File: config.mk
export PLATFORM = sky130hd
export DESIGN_NAME = keypad_debounce_long_repeat_unit
export DESIGN_NICKNAME = d
export VERILOG_FILES = /design/src/hdl/kdlr_pkg.sv /design/src/hdl/keypad_debounce_long_repeat_unit.sv /design/src/hdl/kdlr_fsm.sv
export SDC_FILE = /design/constraint.sdc
export NUM_CORES = 1
export LEC_CHECK = 0
export BUFFER_PORTS_ARGS = -buffer_cell sky130_fd_sc_hd__buf_2
export CORE_ASPECT_RATIO = 1.1
export CORE_UTILIZATION = 59
export DETAILED_ROUTE_END_ITERATION = 10
export GPL_TIMING_DRIVEN = 0
export PLACE_DENSITY = 0.81
export SETUP_SLACK_MARGIN = 0.1
export SYNTH_ARGS = -nofsm -noshare
export SYNTH_HDL_FRONTEND = slang
export SYNTH_SLANG_ARGS = --single-unit
File: constraint.sdc
create_clock -name clk -period 4.7 [get_ports clk]
set_clock_uncertainty 0.15 [all_clocks]
set_input_delay 0.235 -clock clk [delete_from_list [all_inputs] [get_ports clk]]
set_output_delay 0.235 -clock clk [all_outputs]
set_load 0.02 [all_outputs]
File: src/hdl/kdlr_pkg.sv
// kdlr_pkg: shared types and constants for the keypad debounce / long-press / repeat unit.
// No dependencies.
package kdlr_pkg;

  localparam int SAMPLE_W = 16;
  localparam int KEY_W    = 5;
  localparam int PERIOD_W = 16;
  localparam int PHASE_W  = 3;
  localparam int CFG_IDX_W = 2;

  // configuration register indexes
  localparam logic [CFG_IDX_W-1:0] REG_LONG_PERIOD   = 2'd0;
  localparam logic [CFG_IDX_W-1:0] REG_REPEAT_PERIOD = 2'd1;

  // phase codes
  localparam logic [PHASE_W-1:0] PH_IDLE    = 3'd0;
  localparam logic [PHASE_W-1:0] PH_SETTLE  = 3'd1;
  localparam logic [PHASE_W-1:0] PH_PRESS   = 3'd2;
  localparam logic [PHASE_W-1:0] PH_LONG    = 3'd3;
  localparam logic [PHASE_W-1:0] PH_REPEAT  = 3'd4;
  localparam logic [PHASE_W-1:0] PH_RELEASE = 3'd5;

  localparam logic [PERIOD_W-1:0] LONG_PERIOD_RST   = 16'd100;
  localparam logic [PERIOD_W-1:0] REPEAT_PERIOD_RST = 16'd20;

  typedef struct packed {
    logic             released;
    logic             repeated;
    logic             long_press;
    logic             pressed;
  } key_flags_t;

  typedef struct packed {
    key_flags_t       flags;
    logic [KEY_W-1:0] key_code;
  } key_result_t;

endpackage

File: src/hdl/keypad_debounce_long_repeat_unit.sv
// keypad_debounce_long_repeat_unit: top level - config registers, input and output
// register stages around kdlr_fsm. Depends on kdlr_pkg and kdlr_fsm.
//
//  channel | dir | tdata                          | tuser
//  in_     | in  | [15:0] matrix_sample           | -
//  out_    | out | [4:0] key_code, [7:5] zero     | [0] pressed [1] long [2] repeat [3] released
//  cfg_    | in  | wr_en / index / [15:0] wdata   | -
//
// One word per cycle sustained while out_ is not stalled; an accepted word passes through the
// input register, then the result register, before it is presented on out_. Reset is
// synchronous on rst_n and restores the periods to 100 and 20. A stalled output holds its
// word; the input stage keeps taking words until both registers are full.
module keypad_debounce_long_repeat_unit #(
  parameter int COUNTER_WIDTH = 16
) (
  input  logic                            clk,
  input  logic                            rst_n,
  input  logic                            in_tvalid,
  output logic                            in_tready,
  input  logic [15:0]                     in_tdata,   // [15:0] matrix_sample
  output logic                            out_tvalid,
  input  logic                            out_tready,
  output logic [7:0]                      out_tdata,  // [4:0] key_code, [7:5] zero
  output logic [3:0]                      out_tuser,  // pressed, long, repeat, released
  input  logic                            cfg_wr_en,
  input  logic [kdlr_pkg::CFG_IDX_W-1:0]  cfg_index,
  input  logic [kdlr_pkg::PERIOD_W-1:0]   cfg_wdata
);
  import kdlr_pkg::*;

  logic [PERIOD_W-1:0] long_period_r, repeat_period_r;
  logic                in_valid_r;
  logic [SAMPLE_W-1:0] sample_r;
  logic                out_valid_r;
  key_result_t         out_r, res;
  logic                out_free, fire;

  assign out_free  = !out_valid_r || out_tready;
  assign fire      = in_valid_r && out_free;
  assign in_tready = !in_valid_r || out_free;

  always_ff @(posedge clk) begin
    if (!rst_n) begin
      long_period_r   <= LONG_PERIOD_RST;
      repeat_period_r <= REPEAT_PERIOD_RST;
    end else if (cfg_wr_en) begin
      case (cfg_index)
        REG_LONG_PERIOD:   long_period_r   <= cfg_wdata;
        REG_REPEAT_PERIOD: repeat_period_r <= cfg_wdata;
        default: ;
      endcase
    end
  end

  always_ff @(posedge clk) begin
    if (!rst_n) begin
      in_valid_r <= 1'b0;
    end else if (in_tready) begin
      in_valid_r <= in_tvalid;
    end
  end

  always_ff @(posedge clk) begin
    if (in_tready && in_tvalid) begin
      sample_r <= in_tdata;
    end
  end

  kdlr_fsm #(
    .COUNTER_WIDTH (COUNTER_WIDTH)
  ) u_fsm (
    .clk           (clk),
    .rst_n         (rst_n),
    .fire          (fire),
    .sample        (sample_r),
    .long_period   (long_period_r),
    .repeat_period (repeat_period_r),
    .res           (res)
  );

  always_ff @(posedge clk) begin
    if (!rst_n) begin
      out_valid_r <= 1'b0;
    end else if (out_free) begin
      out_valid_r <= in_valid_r;
    end
  end

  always_ff @(posedge clk) begin
    if (fire) begin
      out_r <= res;
    end
  end

  assign out_tvalid = out_valid_r;
  assign out_tdata  = {3'b000, out_r.key_code};
  assign out_tuser  = out_r.flags;

endmodule

File: src/hdl/kdlr_fsm.sv
// kdlr_fsm: matrix priority encoder, phase machine and saturating hold counter.
// Produces one result per processed word. Depends on kdlr_pkg.
module kdlr_fsm #(
  parameter int COUNTER_WIDTH = 16
) (
  input  logic                           clk,
  input  logic                           rst_n,
  input  logic                           fire,
  input  logic [kdlr_pkg::SAMPLE_W-1:0]  sample,
  input  logic [kdlr_pkg::PERIOD_W-1:0]  long_period,
  input  logic [kdlr_pkg::PERIOD_W-1:0]  repeat_period,
  output kdlr_pkg::key_result_t          res
);
  import kdlr_pkg::*;

  // compare width covers both the counter and the 16-bit periods
  localparam int CMP_W = (COUNTER_WIDTH > PERIOD_W) ? COUNTER_WIDTH : PERIOD_W;
  localparam logic [COUNTER_WIDTH-1:0] CNT_MAX = {COUNTER_WIDTH{1'b1}};

  logic [PHASE_W-1:0]       phase_r, phase_nxt;
  logic [COUNTER_WIDTH-1:0] hold_r, hold_nxt, hold_inc;
  logic [KEY_W-1:0]         latched_r, latched_nxt;
  logic [KEY_W-1:0]         code;
  logic                     exceeds_long, exceeds_repeat;

  // lowest set bit wins; bit row*4+col gives col*4+row+1
  always_comb begin
    code = '0;
    for (int i = SAMPLE_W - 1; i >= 0; i--) begin
      if (sample[i]) begin
        code = {1'b0, 2'(i), 2'(i >> 2)} + KEY_W'(1);
      end
    end
  end

  assign hold_inc       = (hold_r == CNT_MAX) ? hold_r : hold_r + COUNTER_WIDTH'(1);
  assign exceeds_long   = CMP_W'(hold_inc) > CMP_W'(long_period);
  assign exceeds_repeat = CMP_W'(hold_inc) > CMP_W'(repeat_period);

  always_comb begin
    phase_nxt    = phase_r;
    hold_nxt     = hold_r;
    latched_nxt  = latched_r;
    res          = '0;
    res.key_code = code;
    case (phase_r)
      PH_IDLE: begin
        if (code != '0) phase_nxt = PH_SETTLE;
      end
      PH_SETTLE: begin
        phase_nxt = PH_PRESS;
      end
      PH_PRESS: begin
        if (code != '0) begin
          latched_nxt       = code;
          hold_nxt          = '0;
          res.flags.pressed = 1'b1;
          phase_nxt         = PH_LONG;
        end else begin
          phase_nxt = PH_IDLE;
        end
      end
      PH_LONG: begin
        if (code != '0) begin
          hold_nxt = hold_inc;
          if (exceeds_long) begin
            hold_nxt             = '0;
            res.flags.long_press = 1'b1;
            phase_nxt            = PH_REPEAT;
          end
        end else begin
          phase_nxt = PH_RELEASE;
        end
      end
      PH_REPEAT: begin
        if (code != '0) begin
          hold_nxt = hold_inc;
          if (exceeds_repeat) begin
            hold_nxt           = '0;
            res.flags.repeated = 1'b1;
          end
        end else begin
          phase_nxt = PH_RELEASE;
        end
      end
      PH_RELEASE: begin
        res.key_code       = latched_r;
        res.flags.released = 1'b1;
        phase_nxt          = PH_IDLE;
      end
      default: begin
        phase_nxt = PH_IDLE;
      end
    endcase
  end

  always_ff @(posedge clk) begin
    if (!rst_n) begin
      phase_r   <= PH_IDLE;
      hold_r    <= '0;
      latched_r <= '0;
    end else if (fire) begin
      phase_r   <= phase_nxt;
      hold_r    <= hold_nxt;
      latched_r <= latched_nxt;
    end
  end

`ifndef SYNTHESIS
  a_one_flag: assert property (@(posedge clk) disable iff (!rst_n)
    fire |-> $countones(res.flags) <= 1)
    else $error("more than one event flag on a word");

  a_press_to_long: assert property (@(posedge clk) disable iff (!rst_n)
    fire && res.flags.pressed |=> phase_r == PH_LONG && hold_r == '0)
    else $error("press not followed by long phase with cleared count");

  a_long_clears: assert property (@(posedge clk) disable iff (!rst_n)
    fire && res.flags.long_press |=> phase_r == PH_REPEAT && hold_r == '0)
    else $error("long flag not followed by repeat phase with cleared count");

  a_phase_legal: assert property (@(posedge clk) disable iff (!rst_n)
    phase_r <= PH_RELEASE)
    else $error("phase outside decoded range");
`endif

endmodule
### Yosys cells after proc, flatten, opt, wreduce, memory -nomap -nowiden

Cells that the tools add are included.

| storage, ports and cells | value |
|---|---|
| register bits after elaboration | 83 |
| logic and storage cells | 80 |
| output and inout bits | 14 |

| cells by class | value |
|---|---|
| magnitude comparators | 2 |
| equal/unequal tests | 13 |
| muxes and demuxes | 34 |
| $add $sub $neg | 1 |
| reduce and logical (&&, ||, !) cells | 17 |

Operators by type and width:

| cell | count |
|---|---|
| $mux 16 | 6 |
| $mux 5 | 17 |
| $pmux 16 s3 | 1 |
| $gt 16x16->1 | 2 |
| $add 16x1->16 const B | 1 |
| $eq 16x16->1 const B | 1 |
| $pmux 3 s5 | 1 |
| $mux 3 | 4 |
| $ne 2x1->1 const B | 4 |
| $reduce_and 2->1 | 4 |
| $eq 3x2->1 const B | 2 |
| $eq 3x3->1 const B | 2 |
| $reduce_and 5->1 | 1 |
| $reduce_bool 5->1 | 1 |
| $mux 1 | 4 |
| $reduce_and 4->1 | 1 |
| $eq 3x1->1 const B | 1 |
| $logic_not 3->1 | 1 |
| $ne 3x2->1 const B | 1 |
| $reduce_and 3->1 | 1 |
| $reduce_bool 3->1 | 1 |
| $eq 2x1->1 const B | 1 |
| $logic_and 1x1->1 | 2 |
| $logic_not 1->1 | 2 |
| 4 further kinds | 5 |

### Longest topological paths before layout

Gate-level depths: netlist of run 1.

| depth | value |
|---|---|
| depth after elaboration | 19 |
| mapped depth | 16 |

### Modules after synthesis

A second synthesis of run 1 with hierarchy kept.

| unflattened totals | value |
|---|---|
| cell total of the unflattened synthesis | 522 |
| area, all modules | 4845.9 sq um |

Modules (own cells, without submodules):

| module | area each (sq um) | times used | cells each |
|---|---|---|---|
| kdlr_fsm | 2723.9 | 1 | 357 |
| keypad_debounce_long_repeat_unit | 2122.0 | 1 | 165 |

### Worst setup path after synthesis of run 1

OpenSTA, ideal clock, no wires.

| timing path | value |
|---|---|
| path kind | register -> register |
| start | register u_fsm.hold_r[3] |
| end | register u_fsm.hold_r[11] |
| period minus slack after synthesis | 3499 ps |
| arrival time | 3273 ps |
| path buffers | 3 |
| slack | 1201 ps |
| cell stages (with the launch flop) | 17 |
| setup time | 76 ps |
| cells stage by stage | dfxtp_1 clkbuf_1 nand4_1 nor4_1 and2_1 clkbuf_1 inv_1 a31oi_1 ha_1 a21oi_1 o21ai_0 a211oi_1 a21oi_1 nand3_1 clkbuf_1 nand3_1 a31oi_2 |

| on the way | value |
|---|---|
| cells in the longest elaborated chain, start to end | 6 |
| elaborated cells between the ends (all ways) | 10 |
| those cells by class | add/sub (1); order compare (2); eq/ne (1); mux (6) |

RTL lines:

| element | line | RTL |
|---|---|---|
| start, declared | kdlr_fsm.sv:21 | `logic [COUNTER_WIDTH-1:0] hold_r, hold_nxt, hold_inc;` |
| start signal, assigned | kdlr_fsm.sv:104 | `hold_r <= hold_nxt;` |
| $add 16x1->16 or $eq 16x16->1 (tied branches) | kdlr_fsm.sv:36 | `assign hold_inc = (hold_r == CNT_MAX) ? hold_r : hold_r + COUNTER_WIDTH'(1);` |
| $mux 16 * | kdlr_fsm.sv:36 |  |
| $gt 16x16->1, on equally long branches | kdlr_fsm.sv:38, kdlr_fsm.sv:37 |  |
| $mux 16, on equally long branches | kdlr_fsm.sv:78, kdlr_fsm.sv:66 |  |
| $mux 16, on equally long branches | kdlr_fsm.sv:76, kdlr_fsm.sv:64 |  |
| $pmux 16 s3 * | kdlr_fsm.sv:46 | `case (phase_r)` |

Every way passes the cells marked *; elsewhere a longest branch is shown, timed or not. The select of a mux whose other input is x is not followed.
A chain may end at the register's enable or synchronous reset.

### Final worst setup path of run 1

| timing path | value |
|---|---|
| start | register u_fsm.hold_r[3] |
| end | register u_fsm.hold_r[10] |

Same word-level chain as after synthesis.

==> results by stage, run 1 <==
Outcome:
- The run finished with clean final reports.

Yosys:
- Yosys mapped a number of flops with a built-in enable equal to 25.
- In the post-synthesis netlist, the biggest area contributors are sky130_fd_sc_hd__dfxtp_1 (25%), sky130_fd_sc_hd__edfxtp_1 (16%), sky130_fd_sc_hd__ha_1 (8.9%).
- Synthesis produced 540 cells.
- The most area-hungry cell type in the Yosys netlist is sky130_fd_sc_hd__dfxtp_1.
- The fraction of registers with async set/reset is 0.
- For this run, the register share of the synthesized area comes to 0.410.
- In this run, distinct cell masters in the synthesized netlist total 61.
- The post-synthesis average cell area is 8.63 um2.
- The leading register cell type out of synthesis is sky130_fd_sc_hd__dfxtp_1.
- The number of warnings reported in the yosys synthesis log is 0.
- The fraction of post-synthesis cell area in the top cell type by area is 0.249.
- After synthesis the netlist holds a flip-flop and latch count of between 80 and 90.
- The mapped netlist covers ~4700 um2.

Global routing:
- The via count of the first global-routing pass is 4124.
- The maximum number of pins on one net before global-route repair is 17.
- The number of antenna violations at the first check in global routing is 0.
- For this run, the total global-route usage over all layers was measured as 0.301.
- Summed over all layers, the global routing overflow is 0.
- The first global-routing pass estimated approximately 19000 um of wire.

Setup path:
- The depth of the worst register-to-register path is 16.
- The worst setup path is captured at a register.
- The worst register-to-register path begins at u_fsm.hold_r[3].
- The critical path's slowest cell is sky130_fd_sc_hd__nor4_2.
- The signal arrival time at the worst endpoint is approximately 4.4 ns.
- The critical path is of the register to register type.
- The critical path contains buffers and inverters numbering 4 combined.
- The biggest cell delay along the critical path is ~0.4 ns.
- Of all nets on the critical path, the largest fanout is 10.
- Walking the worst path, the cells encountered are clkbuf_1 -> nand4_1 -> nor4_2 -> and2_1 -> clkbuf_1 -> inv_1 -> a31oi_1 -> ha_1 -> nand4_1 -> a211oi_1 -> o31ai_1 -> a21oi_1 -> nand3_2 -> clkbuf_2 -> nand4_1 -> o311ai_0.
- The setup check on the worst reg-to-reg path leaves a slack of 0.42 ns.
- The cell repeated most along the worst path is sky130_fd_sc_hd__nand4_1.
- The destination of the worst register-to-register timing path is u_fsm.hold_r[10].
- The most critical setup path has its endpoint at u_fsm.hold_r[10].
- Tracing the worst setup path back leads to its startpoint at u_fsm.hold_r[3].
- Grouping stages by cell kind, the critical path spends the most delay in simple AND/OR/NAND/NOR gates.
- The number of cells on the critical path is 16.
- At the worst endpoint, the required time is 4.78 ns.
- The category of the worst setup path launch point is a register.

STA:
- For this run, the top clock speed supported by timing is 0.234 GHz.
- The post-route fraction of the period consumed by the critical path is 0.911.
- The aggregate negative setup slack is 0 ns.
- The total count of hold-check failures in the final report is 0.
- Setup violations remaining at the end of the flow were counted as 0.
- Counting I/O delays and the setup requirement, the final critical path takes 4.28 ns.
- The worst slew slack as a fraction of its limit is 0.141.
- At the pin with the least slew margin, the transition time is 1.29 ns.
- The number of max-slew violations in the final report is 0.
- Setup repair after global routing left no endpoint under its margin.

Route:
- The wire length per cell after detailed routing is 15.5 um.
- The uppermost signal routing layer after detailed routing is met4.
- The detailed-route vias per instance is 5.65.
- In the routed design, unresolved DRC markers number 0.
- The routed length on met1 is 4630 um.
- The detail route stage leaves a number of antenna-violating nets equal to 0.
- For this run, the detailed router's first-pass iteration total came to 5.
- The routed layout has 4200 vias.
- The total wire length is between 10000 and 15000 um.
- The initial DRC count is 229.
- The routed design uses 5810 um of met2 wire.
- The routed design uses ~600 um of met3 wire.

Floorplan:
- During I/O placement, the number of pins put on the boundary was 53.
- The initial core utilization is 0.617.
- The vertical die dimension is 95.2 um.
- The standard cell core area is 7560 um2.
- The number of rows created at floorplan is 33.
- The die outline width is 86.7 um.
- The die footprint is 8260 um2.

Layout:
- The synthesis-to-layout area growth is 20.0%.
- In the layout the commonest cells are sky130_fd_sc_hd__nand2_1 (89), sky130_fd_sc_hd__dfxtp_1 (58), sky130_fd_sc_hd__buf_2 (50).
- The number of inserted diodes is 0.
- Of the cells placed in the final design, the portion with a size suffix greater than 1 is 0.174.
- At the end of the flow the core is filled with cells to 0.740.
- The final layout net count is 706.
- The most frequent standard cell in the layout excluding fill and tap cells is sky130_fd_sc_hd__nand2_1.

CTS:
- TritonCTS built the clock tree.
- The clock latency of the later-clocked register in the worst-skew pair is 0.37 ns.
- The count of clock tree sinks is between 80 and 90.
- CTS built an H-tree with a depth of 3.
- After clock tree synthesis, the clock-pin slew on the worst setup and hold paths is 0.09 ns.
- In this run, CTS created clock tree buffers numbering 9.
- Counting along the longest clock path gives a buffer depth of 2.
- The root buffer selected by CTS is sky130_fd_sc_hd__clkbuf_8.

Placement:
- The number of port buffers is 48.
- Detailed placement finished with a half-perimeter wire length of 8130 um.
- At the end of routability-driven placement, the weighted congestion stood at 0.887.

Job:
- The number of maximum-capacitance constraint violations is 0.

Power and ir drop:
- The largest voltage drop on the vdd net is 0.000185 V.
- In this run the static leakage power is 2.18 nW.
- The post-layout total power is 0.00144 W.
- Dividing total power by cell area gives a power density of 258 nW/um2.

Min path:
- The type of the worst min-delay path is input port to register.
==> cells by family (layout without fill, tap and decap cells) <==
logic type / count (synthesis) / after routing / synth area share
compound gates: 107 / 107 / 0.156
flops: 83 / 83 / 0.410
other cells: 1 / 3 / 0.000805
mux: 10 / 10 / 0.0228
fa+ha+maj: 33 / 33 / 0.0886
xor+xnor: 10 / 10 / 0.0188
buf+inv: 69 / 166 / 0.0636
simple gates: 227 / 227 / 0.239
==> state kept, by name (all words and copies together) (netlist names), 3 cells and up <==
register and flops:
long_period_r 16, out_tdata 5, out_tuser 4, repeat_period_r 16, sample_r 16, u_fsm.hold_r 16, u_fsm.latched_r 5, u_fsm.phase_r 3
==> how the worst min path moves through the flow <==
stage	start	to	slack, ns	cells after the start
after floorplan	in_tdata[0]	sample_r[0]	0.18	0
after global placement	in_tdata[11]	sample_r[11]	0.26	1
after detailed placement	in_tdata[11]	sample_r[11]	0.26	1
after CTS	out_tready	out_tvalid	0.02	4
after global routing	out_tready	out_tvalid	0.07	4
final	out_tready	out_tvalid	0.03	4
==> routing by layer <==
layer	track usage	vias up
li1	-	2069
met1	0.318	1938
met2	0.563	160
met3	0.0485	33
met4	0.175	0
met5	0	-
==> report_power, final <==
part | leakage (nW) | total (W) | switching (W) | internal, W
clock network | 0.0960 | 0.000501 | 0.000273 | 0.000228
registers | 0.710 | 0.000780 | 0.0000163 | 0.000763
logic | 1.38 | 0.000162 | 0.0000920 | 0.0000701
total | 2.18 | 0.00144 | 0.000382 | 0.00106
==> final cells by class <==
type	count	area, um2
buffer	26	138
clock inverter	6	46.3
inverter	43	161
timing repair buffer	81	571
clock buffer	10	149
sequential	83	1910
fill	558	1970
multi-input combinational	390	2480
tap	105	131
==> cells in the mapped netlist, types with 4 or more instances <==
master and n:
sky130_fd_sc_hd__and3_1 4, sky130_fd_sc_hd__nor4_1 6, sky130_fd_sc_hd__nor2_1 32, sky130_fd_sc_hd__a31oi_1 9
sky130_fd_sc_hd__nand2_2 10, sky130_fd_sc_hd__mux2i_1 5, sky130_fd_sc_hd__nor3_1 7, sky130_fd_sc_hd__dfxtp_1 58
sky130_fd_sc_hd__clkbuf_1 19, sky130_fd_sc_hd__ha_1 33, sky130_fd_sc_hd__nand2_1 89, sky130_fd_sc_hd__mux2_2 5
sky130_fd_sc_hd__nand4_1 14, sky130_fd_sc_hd__o211ai_1 5, sky130_fd_sc_hd__o21ai_0 12, sky130_fd_sc_hd__a21oi_2 6
sky130_fd_sc_hd__and2_1 5, sky130_fd_sc_hd__xnor2_1 8, sky130_fd_sc_hd__nand3_1 30, sky130_fd_sc_hd__a211oi_1 5
sky130_fd_sc_hd__nand2b_1 5, sky130_fd_sc_hd__edfxtp_1 25, sky130_fd_sc_hd__inv_1 42, sky130_fd_sc_hd__a21oi_1 46
sky130_fd_sc_hd__a31oi_2 4, sky130_fd_sc_hd__nor2b_1 6, sky130_fd_sc_hd__nand3b_1 5
==> stage by stage <==
stage,cells,cell area (um2),worst slack [ns],hold slack (ns)
after floorplan,542,4670,1.20,0.184
after global placement,695,5040,0.271,0.261
after detailed placement,695,5040,0.0364,0.265
after CTS,744,5570,0.119,0.0227
after global routing,744,5590,0.121,0.0698
final,744,5590,0.418,0.0287
==> what timing repair did <==
item | 4_1_cts | 5_1_grt
endpoints found under the hold margin | 49 | 0
hold buffers | 33 | 0
setup endpoints to repair | 16 | 16
buffers inserted | 0 | 0
pin swaps | 0 | 0
gates resized for setup | 1 | 7
==> worst register-to-register path: stages (launching register included) <==
cell and delay, ns:
sky130_fd_sc_hd__dfxtp_1 0.31, sky130_fd_sc_hd__clkbuf_1 0.27, sky130_fd_sc_hd__nand4_1 0.24, sky130_fd_sc_hd__nor4_2 0.40, sky130_fd_sc_hd__and2_1 0.18, sky130_fd_sc_hd__clkbuf_1 0.22
sky130_fd_sc_hd__inv_1 0.07, sky130_fd_sc_hd__a31oi_1 0.39, sky130_fd_sc_hd__ha_1 0.23, sky130_fd_sc_hd__nand4_1 0.15, sky130_fd_sc_hd__a211oi_1 0.23, sky130_fd_sc_hd__o31ai_1 0.16
sky130_fd_sc_hd__a21oi_1 0.29, sky130_fd_sc_hd__nand3_2 0.27, sky130_fd_sc_hd__clkbuf_2 0.29, sky130_fd_sc_hd__nand4_1 0.14, sky130_fd_sc_hd__o311ai_0 0.14
(Power assumes the default switching activity.)
==> inputs of run 2 (changes only) <==
CORE_UTILIZATION = 53   (was 59)
PLACE_DENSITY = 0.77   (was 0.81)
clock period = 3.6 ns   (was 4.7 ns; I/O delays follow)
==> run 2 against run 1 <==
Against the previous run:
- the run now ends with setup timing left
- wire length is 12% higher
- sequential share of layout area down 3.1 points
- power grew 38%
- fmax is 14% higher
- non-clock buffer count is 27 higher
- worst hold slack improved by 0.018 ns
- register-to-register slack worse by 0.58 ns
- clock power up 48%
- flip-flop and latch count is the same
- design area increased by 11%
==> results by stage, run 2 (same netlist as run 1, synthesis figures left out) <==
Global routing:
- The maximum number of pins on one net before global-route repair is 18 (+1).
- The via count of the first global-routing pass is 4302 (+4.3%).
- The combined global-route utilization of all metal layers is 0.274 (-0.0271).
- The wire length of the first global-routing pass is 19700 um (+4.9%).
- The number of antenna violations at the first check in global routing was 0 (unchanged).
- The residual overflow from global routing is 0 (unchanged).

Min path:
- For hold timing, the worst endpoint is long_period_r[6].
- The type of the worst min-delay path is input port to register.
- The worst min-delay path startpoint is rst_n.
- The number of stages on the worst hold path was 2 (-2).

Layout:
- The final cell count without fillers is 778 (+4.6%).
- The number of inserted diodes is 0 (unchanged).
- The area growth from synthesis to layout is 32.9%.
- The number of fill cells in the layout came to 579 (+3.8%).
- The final design area excluding fillers was 6190 um2 (+11%).
- The end-of-flow core utilization is 0.732 (-0.00720).
- The most frequent standard cell in the layout excluding fill and tap cells is sky130_fd_sc_hd__nand2_1.
- The proportion of layout cells with a drive suffix above 1 was 0.279 (+0.105).
- The top cell types in the final layout, fill and taps aside, are sky130_fd_sc_hd__nand2_1 (86), sky130_fd_sc_hd__dfxtp_1 (51), sky130_fd_sc_hd__buf_2 (50).
- The final layout net count is 734 (+4.0%).

Floorplan:
- The count of boundary I/O pins was 53 (unchanged).
- The initial core utilization was 0.551 (-0.0654).
- The standard cell core area came to 8450 um2 (+12%).
- The die outline width was 91.4 um (+5.4%).
- The die footprint is 9170 um2 (+11%).
- The vertical die dimension is 100 um (+5.4%).
- The number of rows created at floorplan is 35 (+6.1%).

Route:
- The number of vias after detailed routing is 4509 (+7.4%).
- The count of antenna-violating nets left after detailed routing came to 0 (unchanged).
- The number of DRC violations after detailed routing was 0 (unchanged).
- The wire length per cell after detailed routing was 16.6 um (+7.3%).
- The detailed-route vias per instance is 5.80 (+2.7%).
- The count of TritonRoute iterations in the first routing pass is 5 (unchanged).
- The initial DRC count came to 366 (+60%).
- The total wire length is 12900 um (+12%).

CTS:
- The CTS clock-pin slew for the worst setup and hold paths is 0.10 ns (about the same).
- The clock latency of the later-clocked register in the worst-skew pair is 0.38 ns (about the same).
- The root buffer selected by CTS is sky130_fd_sc_hd__clkbuf_8.
- The TritonCTS clock tree is done.
- The TritonCTS buffer count is 9 (unchanged).
- The number of H-tree branching levels came to 3 (unchanged).
- The maximum number of buffers from clock root to sink is 2 (unchanged).
- The count of clock tree sinks is 83 (unchanged).

Placement:
- The post-DP HPWL was 8080 um (-0.65%).
- The global placement routability congestion is 0.893 (+0.69%).
- The number of port buffers was 48 (unchanged).
- The setup slack at placement is -0.975 ns (-1.01 ns).
- The total instance count after detailed placement came to 701 (+0.86%).
- The instance area at placement is 5050 um2 (+0.15%).

Setup path:
- The type of the worst setup path is register to register.
- The critical path goes through buf_6 -> nand4_1 -> buf_4 -> nor2_4 -> buf_4 -> and3_4 -> a31oi_1 -> a31oi_2 -> ha_1 -> nand4_1 -> buf_4 -> nor4_4 -> nor2b_4 -> a21oi_4 -> nand3_4 -> buf_8 -> nand3b_1 -> a31oi_2.
- The total buffers and inverters traversed by the critical path came to 5 (+1).
- STA classifies the critical path endpoint as a register.
- In this run the critical register-to-register path is launched from u_fsm.hold_r[4].
- The critical path's slowest cell is sky130_fd_sc_hd__dfxtp_2.
- The biggest cell delay along the critical path is 0.33 ns (-0.07 ns).
- The category of the worst setup path launch point is a register.
- The signal arrival time at the worst endpoint is 3.91 ns (-0.45 ns).
- The maximum fanout along the worst path was 10 (unchanged).
- The top cell family by delay on the critical path is simple AND/OR/NAND/NOR gates.
- The required time at the worst-slack endpoint is 3.74 ns (-1.04 ns).
- Counting stages on the worst path, the most repeated cell is sky130_fd_sc_hd__buf_4.
- The register-to-register path setup slack is -0.16 ns (-0.58 ns).
- The depth of the worst register-to-register path is 18 (+2).
- The endpoint identified for the worst register-to-register timing path is u_fsm.hold_r[9].

STA:
- The total count of hold-check failures in the final report is 0 (unchanged).
- The post-layout minimum cycle time is 3.76 ns (-0.518 ns).
- The slew at the pin closest to its max-slew limit was 1.18 ns (-0.108 ns).
- The number of max-slew violations in the final report came to 0 (unchanged).
- The post-route fraction of the period consumed by the critical path is 1.05 (+0.135).
- The final-report setup violation count came to 17 (+17).
- The worst slew slack as a fraction of its limit is 0.213 (+0.0724).
- The final hold slack is 0.0469 ns (+0.0181 ns).
- The final worst-path setup slack is -0.164 ns (-0.582 ns).
- The upper clock frequency limit is 0.266 GHz (+14%).
- Setup repair after global routing could not meet its margin everywhere.

Power and ir drop:
- The power density over the cells was 322 nW/um2 (+25%).
- The leakage power is 2.44 nW (+12%).
- The largest voltage drop on the vdd net is 0.000237 V (+28%).

Outcome:
- The flow ran to the end, but the final reports show violations.
- The checks that failed: setup timing.

Job:
- The number of maximum-capacitance constraint violations is 0 (unchanged).
==> run 2: changes by cell type in the layout (fill, tap and decap cells not counted), sizes merged <==
cell         delta
buf            +30
clkbuf          -5
clkinv          -2
inv             +2
bufinv          +1
dlygate4sd3     +1
nand3           +1
==> run 2: stage by stage <==
| step | power, W | TNS [ns] |
|---|---|---|
| finish | 0.00200 | -1.81 |
| global route | 0.00206 | -5.13 |
| CTS | 0.00197 | 0 |
| detailed placement | 0.00122 | -15.56 |
| global placement | 0.00121 | -13.29 |
| floorplan | 0.00115 | 0 |
==> run 2: power by group <==
part | switching [W] | internal, W
Clock | 0.000402 | 0.000341
Sequential | 0.0000209 | 0.000996
Combinational | 0.000131 | 0.000104
Total | 0.000555 | 0.00144
==> run 2: repair_timing <==
action | in CTS | in global routing
hold buffers | 34 | 0
hold endpoints to repair | 50 | 0
gates resized for setup | 29 | 63
endpoints found under the setup margin | 21 | 20
gates cloned | 1 | 1
pin swaps | 12 | 36
setup buffers | 9 | 16
==> run 2: worst max-delay path by stage <==
stage	startpoint	endpoint	slack (ns)	cells after the start
after floorplan	u_fsm.hold_r[3]	u_fsm.hold_r[11]	0.10	16
after global placement	u_fsm.hold_r[3]	u_fsm.hold_r[8]	-0.84	16
after detailed placement	u_fsm.hold_r[3]	u_fsm.hold_r[9]	-0.98	16
after CTS	u_fsm.hold_r[0]	u_fsm.phase_r[2]	0.10	16
after global routing	u_fsm.hold_r[6]	u_fsm.hold_r[9]	-0.34	17
final	u_fsm.hold_r[4]	u_fsm.hold_r[9]	-0.16	18
==> run 2: metal layers <==
metal | track usage | part of all wire | up-vias
li1 | - | - | 2128
met1 | 0.321 | 0.41 | 2156
met2 | 0.493 | 0.50 | 173
met3 | 0.0409 | 0.048 | 52
met4 | 0.125 | 0.045 | 0
met5 | 0 | 0 | -
==> run 2: area by class of cell <==
type                            instances  area (um2)  area share
Sequential cell                        83        1920       0.311
Tap cell                              111         139      0.0224
Timing Repair Buffer                  108         797       0.129
Buffer                                 26         181      0.0293
Multi-Input combinational cell        391        2770       0.447
Clock buffer                            9         124      0.0200
Clock inverter                          7        93.8      0.0152
Inverter                               43         164      0.0265
